**src/rtl/irti_pkg.sv**
```systemverilog
// Shared types, constants and calibration tables for the IR range table interpolator.
// No dependencies.
`timescale 1ns / 1ps
`default_nettype none

package irti_pkg;

    // Width of one ADC breakpoint, of one distance, and of a table index
    localparam int TBL_W  = 10;
    localparam int CM_W   = 8;
    localparam int TBL_IW = 5;

    localparam int DEF_TABLE_POINTS = 14;
    localparam int DEF_ADC_BITS     = 10;

    localparam logic [TBL_W-1:0] ADC_FAR_LIMIT  = TBL_W'(94);
    localparam logic [TBL_W-1:0] ADC_NEAR_LIMIT = TBL_W'(518);
    localparam logic [CM_W-1:0]  CM_NEAR        = CM_W'(20);
    localparam logic [CM_W-1:0]  CM_FAR         = CM_W'(150);

    // Divider retires DIV_BPS quotient bits per cycle
    localparam int DIV_BPS   = 2;
    localparam int DIV_STEPS = CM_W / DIV_BPS;

    // Controller to datapath commands
    typedef struct packed {
        logic load_in;
        logic set_far;
        logic set_near;
        logic search_next;
        logic mul_start;
        logic div_step;
        logic res_interp;
        logic out_load;
    } cmd_t;

    // Datapath to controller status
    typedef struct packed {
        logic below_far;
        logic above_near;
        logic seg_hit;
        logic seg_end;
        logic div_last;
    } sts_t;

    // Descending ADC breakpoints; entries past the calibrated ones read as zero
    function automatic logic [TBL_W-1:0] tbl_adc(input logic [TBL_IW-1:0] idx);
        logic [TBL_W-1:0] v;
        case (idx)
            5'd0:    v = TBL_W'(518);
            5'd1:    v = TBL_W'(409);
            5'd2:    v = TBL_W'(315);
            5'd3:    v = TBL_W'(253);
            5'd4:    v = TBL_W'(215);
            5'd5:    v = TBL_W'(184);
            5'd6:    v = TBL_W'(163);
            5'd7:    v = TBL_W'(145);
            5'd8:    v = TBL_W'(135);
            5'd9:    v = TBL_W'(122);
            5'd10:   v = TBL_W'(114);
            5'd11:   v = TBL_W'(104);
            5'd12:   v = TBL_W'(102);
            5'd13:   v = TBL_W'(94);
            default: v = '0;
        endcase
        return v;
    endfunction

    function automatic logic [CM_W-1:0] tbl_cm(input logic [TBL_IW-1:0] idx);
        logic [CM_W-1:0] v;
        case (idx)
            5'd0:    v = CM_W'(20);
            5'd1:    v = CM_W'(30);
            5'd2:    v = CM_W'(40);
            5'd3:    v = CM_W'(50);
            5'd4:    v = CM_W'(60);
            5'd5:    v = CM_W'(70);
            5'd6:    v = CM_W'(80);
            5'd7:    v = CM_W'(90);
            5'd8:    v = CM_W'(100);
            5'd9:    v = CM_W'(110);
            5'd10:   v = CM_W'(120);
            5'd11:   v = CM_W'(130);
            5'd12:   v = CM_W'(140);
            5'd13:   v = CM_W'(150);
            default: v = '0;
        endcase
        return v;
    endfunction

endpackage

`default_nettype wire

```
**src/rtl/irti_ctrl.sv**
```systemverilog
// Controller FSM for the IR range table interpolator.
// Depends on irti_pkg (cmd_t, sts_t).
`timescale 1ns / 1ps
`default_nettype none

module irti_ctrl
    import irti_pkg::*;
(
    input  wire  aclk,
    input  wire  aresetn,
    input  wire  s_tvalid,
    output logic s_tready,
    output logic m_tvalid,
    input  wire  m_tready,
    input  sts_t sts,
    output cmd_t cmd
);

    typedef enum logic [2:0] {
        S_IDLE,
        S_CHECK,
        S_SEARCH,
        S_DIV,
        S_INTERP,
        S_FINISH
    } state_t;

    state_t state_reg, state_next;
    logic   m_tvalid_reg, m_tvalid_next;
    logic   out_free;

    assign out_free = !m_tvalid_reg || m_tready;
    assign s_tready = (state_reg == S_IDLE);
    assign m_tvalid = m_tvalid_reg;

    always_comb begin
        cmd           = '0;
        state_next    = state_reg;
        m_tvalid_next = m_tvalid_reg && !m_tready;
        case (state_reg)
            S_IDLE: begin
                if (s_tvalid) begin
                    cmd.load_in = 1'b1;
                    state_next  = S_CHECK;
                end
            end
            S_CHECK: begin
                if (sts.below_far) begin
                    cmd.set_far = 1'b1;
                    state_next  = S_FINISH;
                end else if (sts.above_near) begin
                    cmd.set_near = 1'b1;
                    state_next   = S_FINISH;
                end else begin
                    state_next = S_SEARCH;
                end
            end
            S_SEARCH: begin
                if (sts.seg_hit) begin
                    cmd.mul_start = 1'b1;
                    state_next    = S_DIV;
                end else if (sts.seg_end) begin
                    // no segment matched: far distance
                    cmd.set_far = 1'b1;
                    state_next  = S_FINISH;
                end else begin
                    cmd.search_next = 1'b1;
                end
            end
            S_DIV: begin
                cmd.div_step = 1'b1;
                if (sts.div_last) begin
                    state_next = S_INTERP;
                end
            end
            S_INTERP: begin
                cmd.res_interp = 1'b1;
                state_next     = S_FINISH;
            end
            S_FINISH: begin
                // wait here until the output register is free
                if (out_free) begin
                    cmd.out_load  = 1'b1;
                    m_tvalid_next = 1'b1;
                    state_next    = S_IDLE;
                end
            end
            default: begin
                state_next = S_IDLE;
            end
        endcase
    end

    always_ff @(posedge aclk) begin
        if (!aresetn) begin
            state_reg    <= S_IDLE;
            m_tvalid_reg <= 1'b0;
        end else begin
            state_reg    <= state_next;
            m_tvalid_reg <= m_tvalid_next;
        end
    end

endmodule

`default_nettype wire

```
**src/rtl/irti_dpath.sv**
```systemverilog
// Datapath for the IR range table interpolator: segment search, multiply,
// radix-4 restoring divide and output register. Depends on irti_pkg.
`timescale 1ns / 1ps
`default_nettype none

module irti_dpath
    import irti_pkg::*;
#(
    parameter int TABLE_POINTS = DEF_TABLE_POINTS,
    parameter int ADC_BITS     = DEF_ADC_BITS
) (
    input  wire                  aclk,
    input  wire  [ADC_BITS-1:0]  adc_in,
    input  cmd_t                 cmd,
    output sts_t                 sts,
    output logic [CM_W-1:0]      dist_out
);

    localparam int KW  = $clog2(TABLE_POINTS);
    localparam int CW  = (ADC_BITS > TBL_W) ? ADC_BITS : TBL_W;
    localparam int PW  = TBL_W + CM_W;
    localparam int DCW = $clog2(DIV_STEPS);

    logic [ADC_BITS-1:0] adc_reg;
    logic [KW-1:0]       k_reg;
    logic [TBL_W-1:0]    span_reg;
    logic [CM_W-1:0]     d0_reg;
    logic                dir_up_reg;
    logic [TBL_W-1:0]    rem_reg, rem_next;
    logic [CM_W-1:0]     low_reg, low_next;
    logic [CM_W-1:0]     quo_reg, quo_next;
    logic [DCW-1:0]      dcnt_reg;
    logic [CM_W-1:0]     res_reg;
    logic [CM_W-1:0]     dist_reg;

    logic [CW-1:0]    adc_ext, hi_ext, lo_ext;
    logic [TBL_W-1:0] hi, lo, off;
    logic [CM_W-1:0]  d0, d1, dd;
    logic [PW-1:0]    prod;
    logic [KW-1:0]    k_prev;

    assign k_prev  = k_reg - 1'b1;
    assign hi      = tbl_adc(TBL_IW'(k_prev));
    assign lo      = tbl_adc(TBL_IW'(k_reg));
    assign d0      = tbl_cm(TBL_IW'(k_prev));
    assign d1      = tbl_cm(TBL_IW'(k_reg));
    assign adc_ext = CW'(adc_reg);
    assign hi_ext  = CW'(hi);
    assign lo_ext  = CW'(lo);

    assign sts.below_far  = adc_ext < CW'(ADC_FAR_LIMIT);
    assign sts.above_near = adc_ext >= CW'(ADC_NEAR_LIMIT);
    assign sts.seg_hit    = (hi > lo) && (adc_ext < hi_ext) && (adc_ext >= lo_ext);
    assign sts.seg_end    = (k_reg == KW'(TABLE_POINTS - 1));
    assign sts.div_last   = (dcnt_reg == DCW'(DIV_STEPS - 1));

    // off <= span, so prod < span * 2^CM_W and prod's upper part starts below span
    assign off  = TBL_W'(hi_ext - adc_ext);
    assign dd   = (d1 >= d0) ? (d1 - d0) : (d0 - d1);
    assign prod = PW'(off) * PW'(dd);

    always_comb begin
        logic [TBL_W:0]   t;
        logic [TBL_W-1:0] r;
        logic [CM_W-1:0]  l;
        logic [CM_W-1:0]  q;
        r = rem_reg;
        l = low_reg;
        q = quo_reg;
        for (int i = 0; i < DIV_BPS; i++) begin
            t = {r, l[CM_W-1]};
            l = {l[CM_W-2:0], 1'b0};
            if (t >= {1'b0, span_reg}) begin
                t = t - {1'b0, span_reg};
                q = {q[CM_W-2:0], 1'b1};
            end else begin
                q = {q[CM_W-2:0], 1'b0};
            end
            r = t[TBL_W-1:0];
        end
        rem_next = r;
        low_next = l;
        quo_next = q;
    end

    always_ff @(posedge aclk) begin
        if (cmd.load_in) begin
            adc_reg <= adc_in;
            k_reg   <= KW'(1);
        end else if (cmd.search_next) begin
            k_reg <= k_reg + 1'b1;
        end

        if (cmd.mul_start) begin
            span_reg   <= hi - lo;
            d0_reg     <= d0;
            dir_up_reg <= (d1 >= d0);
            rem_reg    <= prod[PW-1:CM_W];
            low_reg    <= prod[CM_W-1:0];
            quo_reg    <= '0;
            dcnt_reg   <= '0;
        end else if (cmd.div_step) begin
            rem_reg  <= rem_next;
            low_reg  <= low_next;
            quo_reg  <= quo_next;
            dcnt_reg <= dcnt_reg + 1'b1;
        end

        if (cmd.set_far) begin
            res_reg <= CM_FAR;
        end else if (cmd.set_near) begin
            res_reg <= CM_NEAR;
        end else if (cmd.res_interp) begin
            res_reg <= dir_up_reg ? (d0_reg + quo_reg) : (d0_reg - quo_reg);
        end

        if (cmd.out_load) begin
            dist_reg <= res_reg;
        end
    end

    assign dist_out = dist_reg;

endmodule

`default_nettype wire

```
**src/rtl/ir_range_table_interpolator.sv**
```systemverilog
// Top level of the IR range table interpolator: ADC reading in, distance in cm out.
// Depends on irti_pkg, irti_ctrl and irti_dpath.
//
//  channel | direction | tdata fields (low bit up)          | accepted when
//  s_      | in        | adc_value[ADC_BITS-1:0], zero pad   | s_tvalid && s_tready
//  m_      | out       | distance_cm[7:0]                    | m_tvalid && m_tready
//
// One item at a time. A reading that clamps to a table end goes from the check
// straight to finish; one that falls in segment k (1..13) passes through search,
// divide and interpolate first. The segment search walks one breakpoint per cycle,
// then the divider retires two quotient bits per cycle until the quotient is complete.
// aresetn is synchronous, active low; it clears the controller and m_tvalid.
// A stalled result sits in the output register; the block takes the next item
// meanwhile and holds its own result until the register frees up.
`timescale 1ns / 1ps
`default_nettype none

module ir_range_table_interpolator
    import irti_pkg::*;
#(
    parameter int TABLE_POINTS = DEF_TABLE_POINTS,
    parameter int ADC_BITS     = DEF_ADC_BITS
) (
    input  wire                               aclk,
    input  wire                               aresetn,
    input  wire                               s_tvalid,
    output logic                              s_tready,
    input  wire  [((ADC_BITS+7)/8)*8-1:0]     s_tdata,   // adc_value
    output logic                              m_tvalid,
    input  wire                               m_tready,
    output logic [CM_W-1:0]                   m_tdata    // distance_cm
);

    cmd_t cmd;
    sts_t sts;

    irti_ctrl u_ctrl (
        .aclk     (aclk),
        .aresetn  (aresetn),
        .s_tvalid (s_tvalid),
        .s_tready (s_tready),
        .m_tvalid (m_tvalid),
        .m_tready (m_tready),
        .sts      (sts),
        .cmd      (cmd)
    );

    irti_dpath #(
        .TABLE_POINTS (TABLE_POINTS),
        .ADC_BITS     (ADC_BITS)
    ) u_dpath (
        .aclk     (aclk),
        .adc_in   (s_tdata[ADC_BITS-1:0]),
        .cmd      (cmd),
        .sts      (sts),
        .dist_out (m_tdata)
    );

endmodule

`default_nettype wire

```
**config.mk**
```make
export PLATFORM = sky130hd
export DESIGN_NAME = ir_range_table_interpolator
export DESIGN_NICKNAME = d
export VERILOG_FILES = /design/src/rtl/irti_pkg.sv /design/src/rtl/irti_ctrl.sv /design/src/rtl/irti_dpath.sv /design/src/rtl/ir_range_table_interpolator.sv
export SDC_FILE = /design/constraint.sdc
export NUM_CORES = 1
export LEC_CHECK = 0
export BUFFER_PORTS_ARGS = -buffer_cell sky130_fd_sc_hd__buf_4
export CORE_MARGIN = 1.5
export CORE_UTILIZATION = 40
export CTS_BUF_LIST = sky130_fd_sc_hd__clkbuf_16
export DETAILED_ROUTE_END_ITERATION = 12
export PLACE_DENSITY = 0.54
export SYNTH_ARGS = -nofsm -noshare
export SYNTH_HDL_FRONTEND = slang
export SYNTH_SLANG_ARGS = --single-unit
```
**constraint.sdc**
```tcl
create_clock -name aclk -period 10.55 [get_ports aclk]
set_clock_uncertainty 0.05 [all_clocks]
set_input_delay 1.5825 -clock aclk [delete_from_list [all_inputs] [get_ports aclk]]
set_output_delay 1.5825 -clock aclk [all_outputs]
set_load 0.005 [all_outputs]
```
==> results_dict.tcl <==
set metrics [dict create \
    status "complete, no violations" \
    yosys-top-cells-area "ha_1 17%, edfxtp_1 16%, fa_1 9.9%" \
    post-route-min-period_ns 8.83 \
    clk_latency_ns 0.36 \
    synth_top_area_cell "ha_1" \
    die-area_mm2 0.0252 \
    start_kind "flop" \
    fin_area_mm2 0.0105 \
    cap_viol_max_count 0 \
    ys_ff_latch 96 \
    num_rows 56 \
    clk_path_buf_depth 2 \
    synth_cell_type_count 72 \
    path_clk_slew_ns 0.08 \
    antenna_found_initial 0 \
    dr.pass1.iters 5 \
    yosys-top-cells-count "143 x nor2_1, 139 x inv_1, 131 x ha_1, 71 x a21oi_1, 55 x o21ai_0" \
    async_flop_share 0 \
    grt_pass1_vias 7237 \
    reg2reg_slack_ns 1.72 \
    place_area_mm2 0.0102 \
    fp.dieH_um 159 \
    area_growth_pct 8.31 \
    syn_inst 1093 \
    finalMaxSlewViolations 0 \
    required_ns 10.58 \
    wl_um 21300 \
    gp_congestion 0.884 \
    critPathTopFamily "adder cells" \
    hp-class "flop to flop" \
    finalSetupTns_ns 0 \
    synth_seq_area_share 0.253 \
    antennaDiodeCount 0 \
    cts_sinks 96 \
    rsz0062_at_grt "false" \
    layout-drive-gt1-share 0.0818 \
    track_usage 0.176 \
    wl_per_cell_um 14.9 \
    crit_arrival_ns 8.86 \
    synth_area_per_cell_um2 8.88 \
    die_w_um 159 \
    cts-root-buf "clkbuf_16" \
    cp_max_fo 28 \
    layout.cells.non_filler 1431 \
    critical_path.slowest_cell "ha_1" \
    max_stage_delay_ns 0.64 \
    r2r_end "u_dpath.rem_reg[8]$_DFFE_PP_" \
    tightest_slew_ns 1.09 \
    syn_nets 1292 \
    ant_nets 0 \
    cts_resized 0 \
    fmax_mhz 113 \
    hpwlAfterDp_um 17400 \
    r2r_start "u_dpath.k_reg[0]$_SDFFE_PP1P_" \
    cts_buffers 9 \
    core_mm2 0.0236 \
    min_path_cells 0 \
    setup_viol 0 \
    synth_top_area_frac 0.169 \
    drc 0 \
    grt_start_max_net_pins 37 \
    dp.cells 1415 \
    final.period_utilization 0.837 \
    grt_overflow 0 \
    min_to "u_dpath.dist_out[0]$_DFFE_PP_" \
    boundaryPins 30 \
    fin_nets 1306 \
    synth_most_common_cell "nor2_1" \
    grt_pass1_wl_um 35800 \
    cts_setup_buffers 0 \
    fillers 2399 \
    synth_area_mm2 0.00970 \
    holdBufCountCts 0 \
    yosysWarnings 0 \
    dr_total_vias 7370 \
    slew_headroom 0.271 \
    yosys_most_used_dff "edfxtp_1" \
    reg2regPathDepth 32 \
    min-delay-start "u_dpath.res_reg[0]$_SDFFE_PP0P_" \
    io_buffers 23 \
    synth_edf_count 53 \
    final_hold_viol_count 0 \
    crit_path_end_kind "flop" \
    h-tree-depth 3 \
    critPathKind "flop to flop" \
    vias_per_cell 5.15 \
    path_common_cell "inv_1" \
    cts_tree "built" \
    path_buf_inv 7 \
    start_util 0.411 \
    drt_iter0_markers 418 \
]
==> stage by stage <==
step	utilization	hold WS (ns)	worst slack (ns)
finish	0.445	0.384	1.72
detailed placement	0.432	0.368	1.74
CTS	0.445	0.386	1.69
floorplan	-	0.358	2.71
global route	0.445	0.399	1.05
global placement	0.432	0.370	1.68
==> per-layer routing <==
layer | global-route usage | share of wire
met5 | 0 | 0
met2 | 0.298 | 0.46
met3 | 0.0243 | 0.022
met1 | 0.234 | 0.50
met4 | 0.0472 | 0.018
==> cell type report <==
cell class,instances,area [µm²],area share
tap,319,399,0.0380
clock inverter,7,76.3,0.00726
timing repair buffer,30,225,0.0214
multi-input combinational,829,6600,0.628
inverter,141,529,0.0504
clock buffer,9,225,0.0214
sequential,96,2450,0.233
==> cells in the final DEF, fill, tap and decap left out, types with 6 or more instances in the layout <==
cell type,count
ha_1,131
or3_1,7
or2_1,11
nand3_1,21
nand2b_1,10
buf_4,30
fa_1,48
or2_2,6
edfxtp_1,53
mux2i_1,24
dfxtp_1,43
a21o_1,14
o21a_1,10
o21ai_0,55
a211oi_1,11
mux2_2,17
xnor2_1,33
nand2_1,49
o221ai_1,7
nor3_1,19
a21oi_1,71
a31oi_1,6
clkbuf_16,9
nor2b_1,17
nand4_1,12
inv_1,139
o21bai_1,7
nor2_1,143
xor2_1,13
==> worst max-delay path by stage <==
stage / cells past startpoint / slack (ns) / to / startpoint
after global placement: 30 / 1.68 / u_dpath.rem_reg[8]$_DFFE_PP_ / u_dpath.k_reg[0]$_SDFFE_PP1P_
final: 32 / 1.72 / u_dpath.rem_reg[8]$_DFFE_PP_ / u_dpath.k_reg[0]$_SDFFE_PP1P_
after global routing: 28 / 1.05 / u_dpath.rem_reg[8]$_DFFE_PP_ / u_dpath.k_reg[0]$_SDFFE_PP1P_
after floorplan: 35 / 2.71 / u_dpath.rem_reg[8]$_DFFE_PP_ / u_dpath.k_reg[0]$_SDFFE_PP1P_
after CTS: 28 / 1.69 / u_dpath.rem_reg[8]$_DFFE_PP_ / u_dpath.k_reg[0]$_SDFFE_PP1P_
after detailed placement: 28 / 1.74 / u_dpath.rem_reg[8]$_DFFE_PP_ / u_dpath.k_reg[0]$_SDFFE_PP1P_
==> cell families (layout without fill, tap and decap cells) <==
| kind of cell | after synthesis | after routing | synth area share |
|---|---|---|---|
| simple gates | 317 | 317 | 0.152 |
| compound gates | 236 | 236 | 0.159 |
| fa+ha+maj | 179 | 179 | 0.268 |
| buf+inv | 168 | 187 | 0.0669 |
| flops | 96 | 96 | 0.253 |
| xor+xnor | 51 | 51 | 0.0499 |
| mux | 46 | 46 | 0.0516 |
Power is not shown: default switching activity piles up to over one toggle a cycle in this logic, so the estimate is an artifact.
